**config.mk**
```make
export PLATFORM = sky130hd
export DESIGN_NAME = sm3_hash_engine
export DESIGN_NICKNAME = d
export VERILOG_FILES = /design/src/hdl/sm3_pkg.sv /design/src/hdl/sm3_hash_engine.sv
export SDC_FILE = /design/constraint.sdc
export NUM_CORES = 2
export LEC_CHECK = 0
export BUFFER_PORTS_ARGS = -buffer_cell sky130_fd_sc_hd__buf_4
export CORE_UTILIZATION = 55
export DETAILED_ROUTE_END_ITERATION = 8
export GPL_TIMING_DRIVEN = 0
export HOLD_SLACK_MARGIN = 0.08
export PLACE_DENSITY = 0.71
export SLEW_MARGIN = 40
export SYNTH_ARGS = -nofsm -noshare
export SYNTH_HDL_FRONTEND = slang
export SYNTH_SLANG_ARGS = --single-unit
```
**constraint.sdc**
```tcl
create_clock -name clock -period 11.1 [get_ports clock]
set_input_delay 0.555 -clock clock [delete_from_list [all_inputs] [get_ports clock]]
set_output_delay 0.555 -clock clock [all_outputs]
set_load 0.01 [all_outputs]
```
**src/hdl/sm3_pkg.sv**
```systemverilog
// Package for the SM3 hash engine: constants, state codes and round helper functions.
package sm3_pkg;

   localparam logic [31:0] SM3_IV [8] = '{
      32'h7380166f, 32'h4914b2b9, 32'h172442d7, 32'hda8a0600,
      32'ha96f30bc, 32'h163138aa, 32'he38dee4d, 32'hb0fb0e4e
   };

   localparam logic [31:0] TJ_LOW   = 32'h79cc4519;
   localparam logic [31:0] TJ_HIGH  = 32'h7a879d8a;
   localparam logic [7:0]  PAD_MARK = 8'h80;
   localparam logic [5:0]  LEN_POS  = 6'd56;
   localparam logic [5:0]  LAST_POS = 6'd63;
   localparam logic [5:0]  LAST_RND = 6'd63;
   localparam logic [3:0]  LEN_BYTES = 4'd8;
   localparam logic [2:0]  MAX_BYTES = 3'd4;
   localparam logic [2:0]  LAST_OUT  = 3'd7;

   typedef enum logic [4:0] {
      ST_IDLE   = 5'b00001,
      ST_ABSORB = 5'b00010,
      ST_PAD    = 5'b00100,
      ST_COMP   = 5'b01000,
      ST_OUT    = 5'b10000
   } state_type;

   function automatic logic [31:0] rol_var(input logic [31:0] x, input logic [4:0] n);
      logic [63:0] dbl;
      dbl = {x, x} << n;
      return dbl[63:32];
   endfunction

   function automatic logic [31:0] perm0(input logic [31:0] x);
      return x ^ {x[22:0], x[31:23]} ^ {x[14:0], x[31:15]};
   endfunction

   function automatic logic [31:0] perm1(input logic [31:0] x);
      return x ^ {x[16:0], x[31:17]} ^ {x[8:0], x[31:9]};
   endfunction

endpackage

```
**src/hdl/sm3_hash_engine.sv**
```systemverilog
// SM3 digest engine: byte packer, message window and a single iterated round unit.
//
//  Channel | Direction | Handshake             | Payload
//  --------+-----------+-----------------------+-------------------------------------
//  req     | in        | req_valid / req_ready | req_data_word, req_valid_bytes, req_last
//  rsp     | out       | rsp_valid / rsp_ready | rsp_digest_word, rsp_digest_last
//
// A word is accepted in the idle state; its valid bytes are then absorbed in turn before the word closes.
// Every full 64-byte block runs the 64 rounds of the shared round unit.
// A last word adds the padding bytes, one per cycle while no compression runs, and one or two compressions.
// Synchronous reset loads the initial value and clears the byte and bit counts.
// req_ready is high only in the idle state; digest beats wait for rsp_ready.
module sm3_hash_engine
   import sm3_pkg::*;
(
   input  logic        clock,
   input  logic        reset,
   input  logic        req_valid,
   output logic        req_ready,
   input  logic [31:0] req_data_word,
   input  logic [2:0]  req_valid_bytes,
   input  logic        req_last,
   output logic        rsp_valid,
   input  logic        rsp_ready,
   output logic [31:0] rsp_digest_word,
   output logic        rsp_digest_last
);

   state_type   state_ff, state_in;
   logic [31:0] cv_ff [8];
   logic [31:0] cv_in [8];
   logic [31:0] wk_ff [8];
   logic [31:0] wk_in [8];
   logic [31:0] win_ff [16];
   logic [31:0] win_in [16];
   logic [63:0] bitlen_ff, bitlen_in;
   logic [5:0]  pos_ff, pos_in;
   logic [31:0] partial_ff, partial_in;
   logic [31:0] data_ff, data_in;
   logic [2:0]  rem_ff, rem_in;
   logic        last_ff, last_in;
   logic        mark_ff, mark_in;
   logic [3:0]  len_cnt_ff, len_cnt_in;
   logic        ret_pad_ff, ret_pad_in;
   logic [5:0]  rnd_ff, rnd_in;
   logic [2:0]  out_idx_ff, out_idx_in;

   logic        push_en;
   logic [7:0]  push_byte;
   logic [31:0] push_word;
   logic [31:0] part_new;

   // Round unit signals.
   logic [31:0] a12, tj_rot, ss1, ss2, ff_v, gg_v, tt1, tt2, exp_x, exp_w;
   logic        early;

   assign req_ready       = (state_ff == ST_IDLE);
   assign rsp_valid       = (state_ff == ST_OUT);
   assign rsp_digest_word = cv_ff[0];
   assign rsp_digest_last = (out_idx_ff == LAST_OUT);

   always_comb begin
      early  = (rnd_ff[5:4] == 2'b00);
      tj_rot = rol_var(early ? TJ_LOW : TJ_HIGH, rnd_ff[4:0]);
      a12    = {wk_ff[0][19:0], wk_ff[0][31:20]};
      ss1    = a12 + wk_ff[4] + tj_rot;
      ss1    = {ss1[24:0], ss1[31:25]};
      ss2    = ss1 ^ a12;
      if (early) begin
         ff_v = wk_ff[0] ^ wk_ff[1] ^ wk_ff[2];
         gg_v = wk_ff[4] ^ wk_ff[5] ^ wk_ff[6];
      end else begin
         ff_v = (wk_ff[0] & wk_ff[1]) | (wk_ff[0] & wk_ff[2]) | (wk_ff[1] & wk_ff[2]);
         gg_v = (wk_ff[4] & wk_ff[5]) | (~wk_ff[4] & wk_ff[6]);
      end
      tt1   = ff_v + wk_ff[3] + ss2 + (win_ff[0] ^ win_ff[4]);
      tt2   = gg_v + wk_ff[7] + ss1 + win_ff[0];
      exp_x = win_ff[0] ^ win_ff[7] ^ {win_ff[13][16:0], win_ff[13][31:17]};
      exp_w = perm1(exp_x) ^ {win_ff[3][24:0], win_ff[3][31:25]} ^ win_ff[10];
   end

   always_comb begin
      state_in   = state_ff;
      cv_in      = cv_ff;
      wk_in      = wk_ff;
      win_in     = win_ff;
      bitlen_in  = bitlen_ff;
      pos_in     = pos_ff;
      partial_in = partial_ff;
      data_in    = data_ff;
      rem_in     = rem_ff;
      last_in    = last_ff;
      mark_in    = mark_ff;
      len_cnt_in = len_cnt_ff;
      ret_pad_in = ret_pad_ff;
      rnd_in     = rnd_ff;
      out_idx_in = out_idx_ff;
      push_en    = 1'b0;
      push_byte  = 8'h00;

      case (state_ff)
         ST_IDLE: begin
            if (req_valid) begin
               data_in  = req_data_word;
               rem_in   = (req_valid_bytes > MAX_BYTES) ? MAX_BYTES : req_valid_bytes;
               last_in  = req_last;
               state_in = ST_ABSORB;
            end
         end
         ST_ABSORB: begin
            if (rem_ff != 3'd0) begin
               push_en    = 1'b1;
               push_byte  = data_ff[31:24];
               data_in    = {data_ff[23:0], 8'h00};
               rem_in     = rem_ff - 3'd1;
               bitlen_in  = bitlen_ff + 64'd8;
               ret_pad_in = 1'b0;
            end else if (last_ff) begin
               mark_in    = 1'b0;
               len_cnt_in = 4'd0;
               state_in   = ST_PAD;
            end else begin
               state_in = ST_IDLE;
            end
         end
         ST_PAD: begin
            push_en    = 1'b1;
            ret_pad_in = 1'b1;
            if (!mark_ff) begin
               push_byte = PAD_MARK;
               mark_in   = 1'b1;
            end else if ((len_cnt_ff != 4'd0) || (pos_ff == LEN_POS)) begin
               // The length goes out most significant byte first, so it is shifted away.
               push_byte  = bitlen_ff[63:56];
               bitlen_in  = {bitlen_ff[55:0], 8'h00};
               len_cnt_in = len_cnt_ff + 4'd1;
            end
         end
         ST_COMP: begin
            wk_in[0] = tt1;
            wk_in[1] = wk_ff[0];
            wk_in[2] = {wk_ff[1][22:0], wk_ff[1][31:23]};
            wk_in[3] = wk_ff[2];
            wk_in[4] = perm0(tt2);
            wk_in[5] = wk_ff[4];
            wk_in[6] = {wk_ff[5][12:0], wk_ff[5][31:13]};
            wk_in[7] = wk_ff[6];
            for (int k = 0; k < 15; k++) begin
               win_in[k] = win_ff[k + 1];
            end
            win_in[15] = exp_w;
            rnd_in     = rnd_ff + 6'd1;
            if (rnd_ff == LAST_RND) begin
               for (int k = 0; k < 8; k++) begin
                  cv_in[k] = cv_ff[k] ^ wk_in[k];
               end
               if (!ret_pad_ff) begin
                  state_in = ST_ABSORB;
               end else if (len_cnt_ff == LEN_BYTES) begin
                  out_idx_in = 3'd0;
                  state_in   = ST_OUT;
               end else begin
                  state_in = ST_PAD;
               end
            end
         end
         ST_OUT: begin
            if (rsp_ready) begin
               for (int k = 0; k < 7; k++) begin
                  cv_in[k] = cv_ff[k + 1];
               end
               cv_in[7]   = cv_ff[0];
               out_idx_in = out_idx_ff + 3'd1;
               if (out_idx_ff == LAST_OUT) begin
                  cv_in      = SM3_IV;
                  bitlen_in  = 64'd0;
                  pos_in     = 6'd0;
                  partial_in = 32'd0;
                  state_in   = ST_IDLE;
               end
            end
         end
         default: begin
            state_in = ST_IDLE;
         end
      endcase

      // Byte packer: a completed word shifts into the top of the message window.
      push_word = {push_byte, 24'h000000} >> {pos_ff[1:0], 3'b000};
      part_new  = (pos_ff[1:0] == 2'd0) ? push_word : (partial_ff | push_word);
      if (push_en) begin
         partial_in = part_new;
         pos_in     = pos_ff + 6'd1;
         if (pos_ff[1:0] == 2'd3) begin
            for (int k = 0; k < 15; k++) begin
               win_in[k] = win_ff[k + 1];
            end
            win_in[15] = part_new;
         end
         if (pos_ff == LAST_POS) begin
            wk_in    = cv_ff;
            rnd_in   = 6'd0;
            state_in = ST_COMP;
         end
      end
   end

   always_ff @(posedge clock) begin
      if (reset) begin
         state_ff   <= ST_IDLE;
         cv_ff      <= SM3_IV;
         bitlen_ff  <= 64'd0;
         pos_ff     <= 6'd0;
         partial_ff <= 32'd0;
         rem_ff     <= 3'd0;
         last_ff    <= 1'b0;
         mark_ff    <= 1'b0;
         len_cnt_ff <= 4'd0;
         ret_pad_ff <= 1'b0;
         rnd_ff     <= 6'd0;
         out_idx_ff <= 3'd0;
      end else begin
         state_ff   <= state_in;
         cv_ff      <= cv_in;
         bitlen_ff  <= bitlen_in;
         pos_ff     <= pos_in;
         partial_ff <= partial_in;
         rem_ff     <= rem_in;
         last_ff    <= last_in;
         mark_ff    <= mark_in;
         len_cnt_ff <= len_cnt_in;
         ret_pad_ff <= ret_pad_in;
         rnd_ff     <= rnd_in;
         out_idx_ff <= out_idx_in;
      end
   end

   always_ff @(posedge clock) begin
      wk_ff   <= wk_in;
      win_ff  <= win_in;
      data_ff <= data_in;
   end

endmodule

```
==> impl_metrics.prom <==
# TYPE chip_impl_metric gauge
chip_impl_metric{name="net_count_after_synthesis",unit=""} 7706
chip_impl_metric{name="ios",unit=""} 75
chip_impl_metric{name="final_antenna_net_count",unit=""} 0
chip_impl_metric{name="placeableCoreArea",unit="µm²"} 113000
chip_impl_metric{name="cap_violations",unit=""} 0
chip_impl_metric{name="drive_gt1_frac",unit=""} 0.130
chip_impl_metric{name="cp_slowest_stage_delay",unit="ps"} 590
chip_impl_metric{name="numCtsBuffers",unit=""} 131
chip_impl_metric{name="die_width",unit="µm"} 340
chip_impl_metric{name="synth_seq_area_share",unit=""} 0.381
chip_impl_metric{name="cp_max_fo",unit=""} 19
chip_impl_info{name="worstSetupStartpointType",value="register"} 1
chip_impl_info{name="hold_start",value="req_data_word[29]"} 1
chip_impl_metric{name="drt_pass1_iterations",unit=""} 9
chip_impl_metric{name="floorplan.die.height",unit="µm"} 340
chip_impl_metric{name="postLayoutCoreUtil",unit=""} 0.630
chip_impl_info{name="cts.root.buffer_cell",value="sky130_fd_sc_hd__clkbuf_16"} 1
chip_impl_info{name="critical_path.slowest_cell",value="sky130_fd_sc_hd__xnor2_1"} 1
chip_impl_metric{name="max_freq",unit="MHz"} 93.0
chip_impl_metric{name="rr_worst_depth",unit=""} 39
chip_impl_metric{name="clock-sinks",unit=""} 1179
chip_impl_metric{name="crit_arrival",unit="ps"} 11380
chip_impl_metric{name="row_count",unit=""} 123
chip_impl_metric{name="ys_seq_elements",unit=""} 1179
chip_impl_metric{name="synth_async_sr_flop_share",unit=""} 0
chip_impl_metric{name="cts.clk_slew.worst_paths",unit="ps"} 60
chip_impl_metric{name="synth.yosys.warnings",unit=""} 0
chip_impl_info{name="layout_commonest_cell",value="sky130_fd_sc_hd__dfxtp_1"} 1
chip_impl_metric{name="grt_use_met1",unit=""} 0.617
chip_impl_info{name="hp-class",value="primary input to register"} 1
chip_impl_metric{name="syn2layout_area_growth",unit="%"} 13.3
chip_impl_info{name="yosysTopAreaCell",value="sky130_fd_sc_hd__dfxtp_1"} 1
chip_impl_metric{name="postPlaceCellArea",unit="µm²"} 65500
chip_impl_metric{name="finalCriticalPeriod",unit="ps"} 10760
chip_impl_metric{name="synth_top_area_share",unit=""} 0.366
chip_impl_info{name="critical_path.reg2reg.endpoint",value="cv_ff[123]"} 1
chip_impl_metric{name="io_buffers",unit=""} 73
chip_impl_metric{name="power.ir.vdd_worst",unit="mV"} 0.213
chip_impl_metric{name="reg2reg_slack",unit="ps"} 340
chip_impl_metric{name="power-per-cell-area",unit="nW/µm²"} 128
chip_impl_info{name="cts_tree",value="yes"} 1
chip_impl_metric{name="critPathRequiredTime",unit="ps"} 11730
chip_impl_info{name="status",value="finished, violations left"} 1
chip_impl_info{name="synth_top_area_cells",value="sky130_fd_sc_hd__dfxtp_1 (37%), sky130_fd_sc_hd__mux2_2 (8.7%), sky130_fd_sc_hd__nor2_1 (6.3%)"} 1
chip_impl_metric{name="avgRoutedWirePerCell",unit="µm"} 33.6
chip_impl_metric{name="post_synthesis_instance_total",unit=""} 7370
chip_impl_info{name="globalRoute.busiestLayer",value="met2"} 1
chip_impl_metric{name="maximum_number_of_pins_on_one_net_before_global_route_repair",unit=""} 22
chip_impl_metric{name="initial_utilization",unit=""} 0.557
chip_impl_info{name="critical_path_class",value="register to register"} 1
chip_impl_metric{name="finalSetupViolations",unit=""} 0
chip_impl_metric{name="h_tree_levels",unit=""} 4
chip_impl_metric{name="grt_antenna_before_repair",unit=""} 12
chip_impl_metric{name="number_of_fillers_in_the_final_layout",unit=""} 9364
chip_impl_metric{name="vias",unit=""} 61893
chip_impl_metric{name="grt_use_met2",unit=""} 0.740
chip_impl_info{name="worst_setup_path_end_kind",value="register"} 1
chip_impl_info{name="worst_r2r_startpoint",value="rnd_ff[5]"} 1
chip_impl_metric{name="syn-mean-instance-area",unit="µm²"} 8.52
chip_impl_metric{name="clock_insertion_delay_worst_skew",unit="ps"} 810
chip_impl_metric{name="dp_hpwl",unit="µm"} 233000
chip_impl_metric{name="static-leakage-power",unit="nW"} 27.4
chip_impl_metric{name="final_critical_path_share_of_the_clock_period",unit=""} 0.969
chip_impl_info{name="violations",value="design-rule violations"} 1
chip_impl_metric{name="drt_first_iter_violations",unit=""} 9880
chip_impl_metric{name="design.final.nets",unit=""} 7950
chip_impl_metric{name="worst_slew_margin_rel",unit=""} 0.284
chip_impl_metric{name="globalRouteOverflowTotal",unit=""} 0
chip_impl_metric{name="syn-cell-area",unit="µm²"} 62800
chip_impl_metric{name="yosysUniqueCellTypes",unit=""} 92
chip_impl_metric{name="first_pass_grt_wire_length",unit="µm"} 429000
chip_impl_metric{name="worst_hold_path_cells",unit=""} 3
chip_impl_metric{name="grt_pass1_vias",unit=""} 57690
chip_impl_metric{name="routabilityCongestion",unit=""} 1.13
chip_impl_metric{name="detail_route.wirelength",unit="µm"} 310000
chip_impl_metric{name="synth-edff-count",unit=""} 32
chip_impl_metric{name="floorplan_die_area",unit="µm²"} 116000
chip_impl_metric{name="drv_slew",unit=""} 0
chip_impl_metric{name="tightestPinTransition",unit="ps"} 1070
chip_impl_info{name="ys.flop_type",value="sky130_fd_sc_hd__dfxtp_1"} 1
chip_impl_metric{name="finalClockSkew",unit="ps"} 67.4
chip_impl_info{name="final_cell_mix",value="sky130_fd_sc_hd__dfxtp_1 (1,135), sky130_fd_sc_hd__nor2_1 (1,048), sky130_fd_sc_hd__nand2_1 (883), sky130_fd_sc_hd__mux2_2 (484), sky130_fd_sc_hd__a21oi_1 (458)"} 1
chip_impl_metric{name="post_layout_instance_area",unit="µm²"} 71100
chip_impl_metric{name="globalRouteMet3Util",unit=""} 0.219
chip_impl_metric{name="drc",unit=""} 6
chip_impl_info{name="hold-path-endpoint",value="data_ff[29]"} 1
chip_impl_metric{name="post_drt_via_cell_ratio",unit=""} 6.71
chip_impl_metric{name="timing_hold_violations_final",unit=""} 0
chip_impl_metric{name="clock_path_buffers",unit=""} 3
chip_impl_metric{name="global_route.usage.total",unit=""} 0.522
-- synthesized netlist by cell type (40+ instances only) --
cell type / count
sky130_fd_sc_hd__mux2_2: 484
sky130_fd_sc_hd__mux2i_1: 55
sky130_fd_sc_hd__nand3_1: 69
sky130_fd_sc_hd__a21oi_1: 463
sky130_fd_sc_hd__nor3_1: 101
sky130_fd_sc_hd__a221oi_1: 46
sky130_fd_sc_hd__clkbuf_1: 466
sky130_fd_sc_hd__nand2_1: 884
sky130_fd_sc_hd__a32oi_1: 152
sky130_fd_sc_hd__xor2_1: 98
sky130_fd_sc_hd__a22oi_1: 49
sky130_fd_sc_hd__a31oi_1: 316
sky130_fd_sc_hd__fa_1: 188
sky130_fd_sc_hd__a21o_1: 54
sky130_fd_sc_hd__o22ai_1: 110
sky130_fd_sc_hd__a211oi_1: 40
sky130_fd_sc_hd__dfxtp_1: 1147
sky130_fd_sc_hd__o21ai_0: 331
sky130_fd_sc_hd__inv_1: 319
sky130_fd_sc_hd__xnor2_1: 339
sky130_fd_sc_hd__nor2_1: 1050
sky130_fd_sc_hd__ha_1: 108
-- through the flow --
step                      TNS [ps]  power [mW]  cells  hold slack, ps  setup WS, ps
after floorplan                  0        4.45   7370             421          1640
after global routing         -37.8        9.27   9221             121         -28.7
after detailed placement   -191830        4.53   8945             444         -2120
after global placement     -352360        4.52   8943             430         -3410
after CTS                        0        9.08   9214            87.5          43.4
final                            0        9.12   9227             117           345
-- repair_timing --
item / CTS / global route
hold buffers: 30 / 0
resized for setup: 39 / 32
buffers inserted: 3 / 6
endpoints found under the setup margin: 118 / 104
pin swaps: 4 / 5
hold endpoints to repair: 30 / 0
-- registers in the layout, summed over array words and instances, names as in the netlist --
| name | flops |
|---|---|
| a12 | 32 |
| bitlen_ff | 61 |
| cv_ff | 224 |
| data_ff | 32 |
| last_ff | 1 |
| len_cnt_ff | 4 |
| mark_ff | 1 |
| out_idx_ff | 3 |
| partial_ff | 32 |
| pos_ff | 6 |
| rem_ff | 3 |
| ret_pad_ff | 1 |
| rnd_ff | 6 |
| rsp_digest_word | 32 |
| state_ff | 5 |
| win_ff | 512 |
| wk_ff | 224 |
-- cell families after synthesis --
logic type | share of synthesized area
fa+ha+maj | 0.0815
compound gates | 0.176
buf+inv | 0.0534
xor+xnor | 0.0630
simple gates | 0.150
flops | 0.381
mux | 0.0958
-- report_power, final --
part	total [mW]	internal (mW)	switching, mW
combinational	0.155	0.0509	0.104
sequential	4.30	4.27	0.0260
clock	4.67	2.63	2.04
-- cell type report --
| cell class | count | area (µm²) | area share |
|---|---|---|---|
| clock buffers | 185 | 3750 | 0.0527 |
| clock inverters | 53 | 858 | 0.0121 |
| diodes | 8 | 20.0 | 0.000281 |
| inverters | 325 | 1230 | 0.0173 |
| flip-flops and latches | 1179 | 23900 | 0.337 |
| well taps | 1500 | 1880 | 0.0264 |
| plain buffers | 530 | 2210 | 0.0311 |
| repair buffers | 115 | 983 | 0.0138 |
| multi-input cells | 5332 | 36200 | 0.510 |
-- worst max-delay path by stage --
stage / startpoint / to / slack [ps] / cells after the start
after detailed placement: rnd_ff[5] / rsp_digest_word[15] / -2120 / 42
after global placement: rnd_ff[5] / rsp_digest_word[20] / -3410 / 43
after global routing: rnd_ff[5] / cv_ff[123] / -30 / 40
after floorplan: rnd_ff[5] / cv_ff[125] / 1640 / 42
after CTS: rnd_ff[5] / cv_ff[124] / 40 / 40
final: rnd_ff[5] / cv_ff[123] / 340 / 39
-- critical path, delay by kind of cell (launching register included) --
| kind | cells | cell delay, ps |
|---|---|---|
| compound gates | 15 | 3400 |
| fa+ha+maj | 7 | 2940 |
| xor+xnor | 4 | 1450 |
| simple gates | 6 | 1030 |
| buf+inv | 5 | 860 |
| mux | 2 | 520 |
| flops | 1 | 350 |
-- routing by layer --
layer | share of wire | wire [µm]
met1 | 0.35 | 108000
met2 | 0.40 | 124000
met3 | 0.15 | 46500
met4 | 0.10 | 31500
met5 | 0.00025 | 79
(Power assumes the default switching activity.)
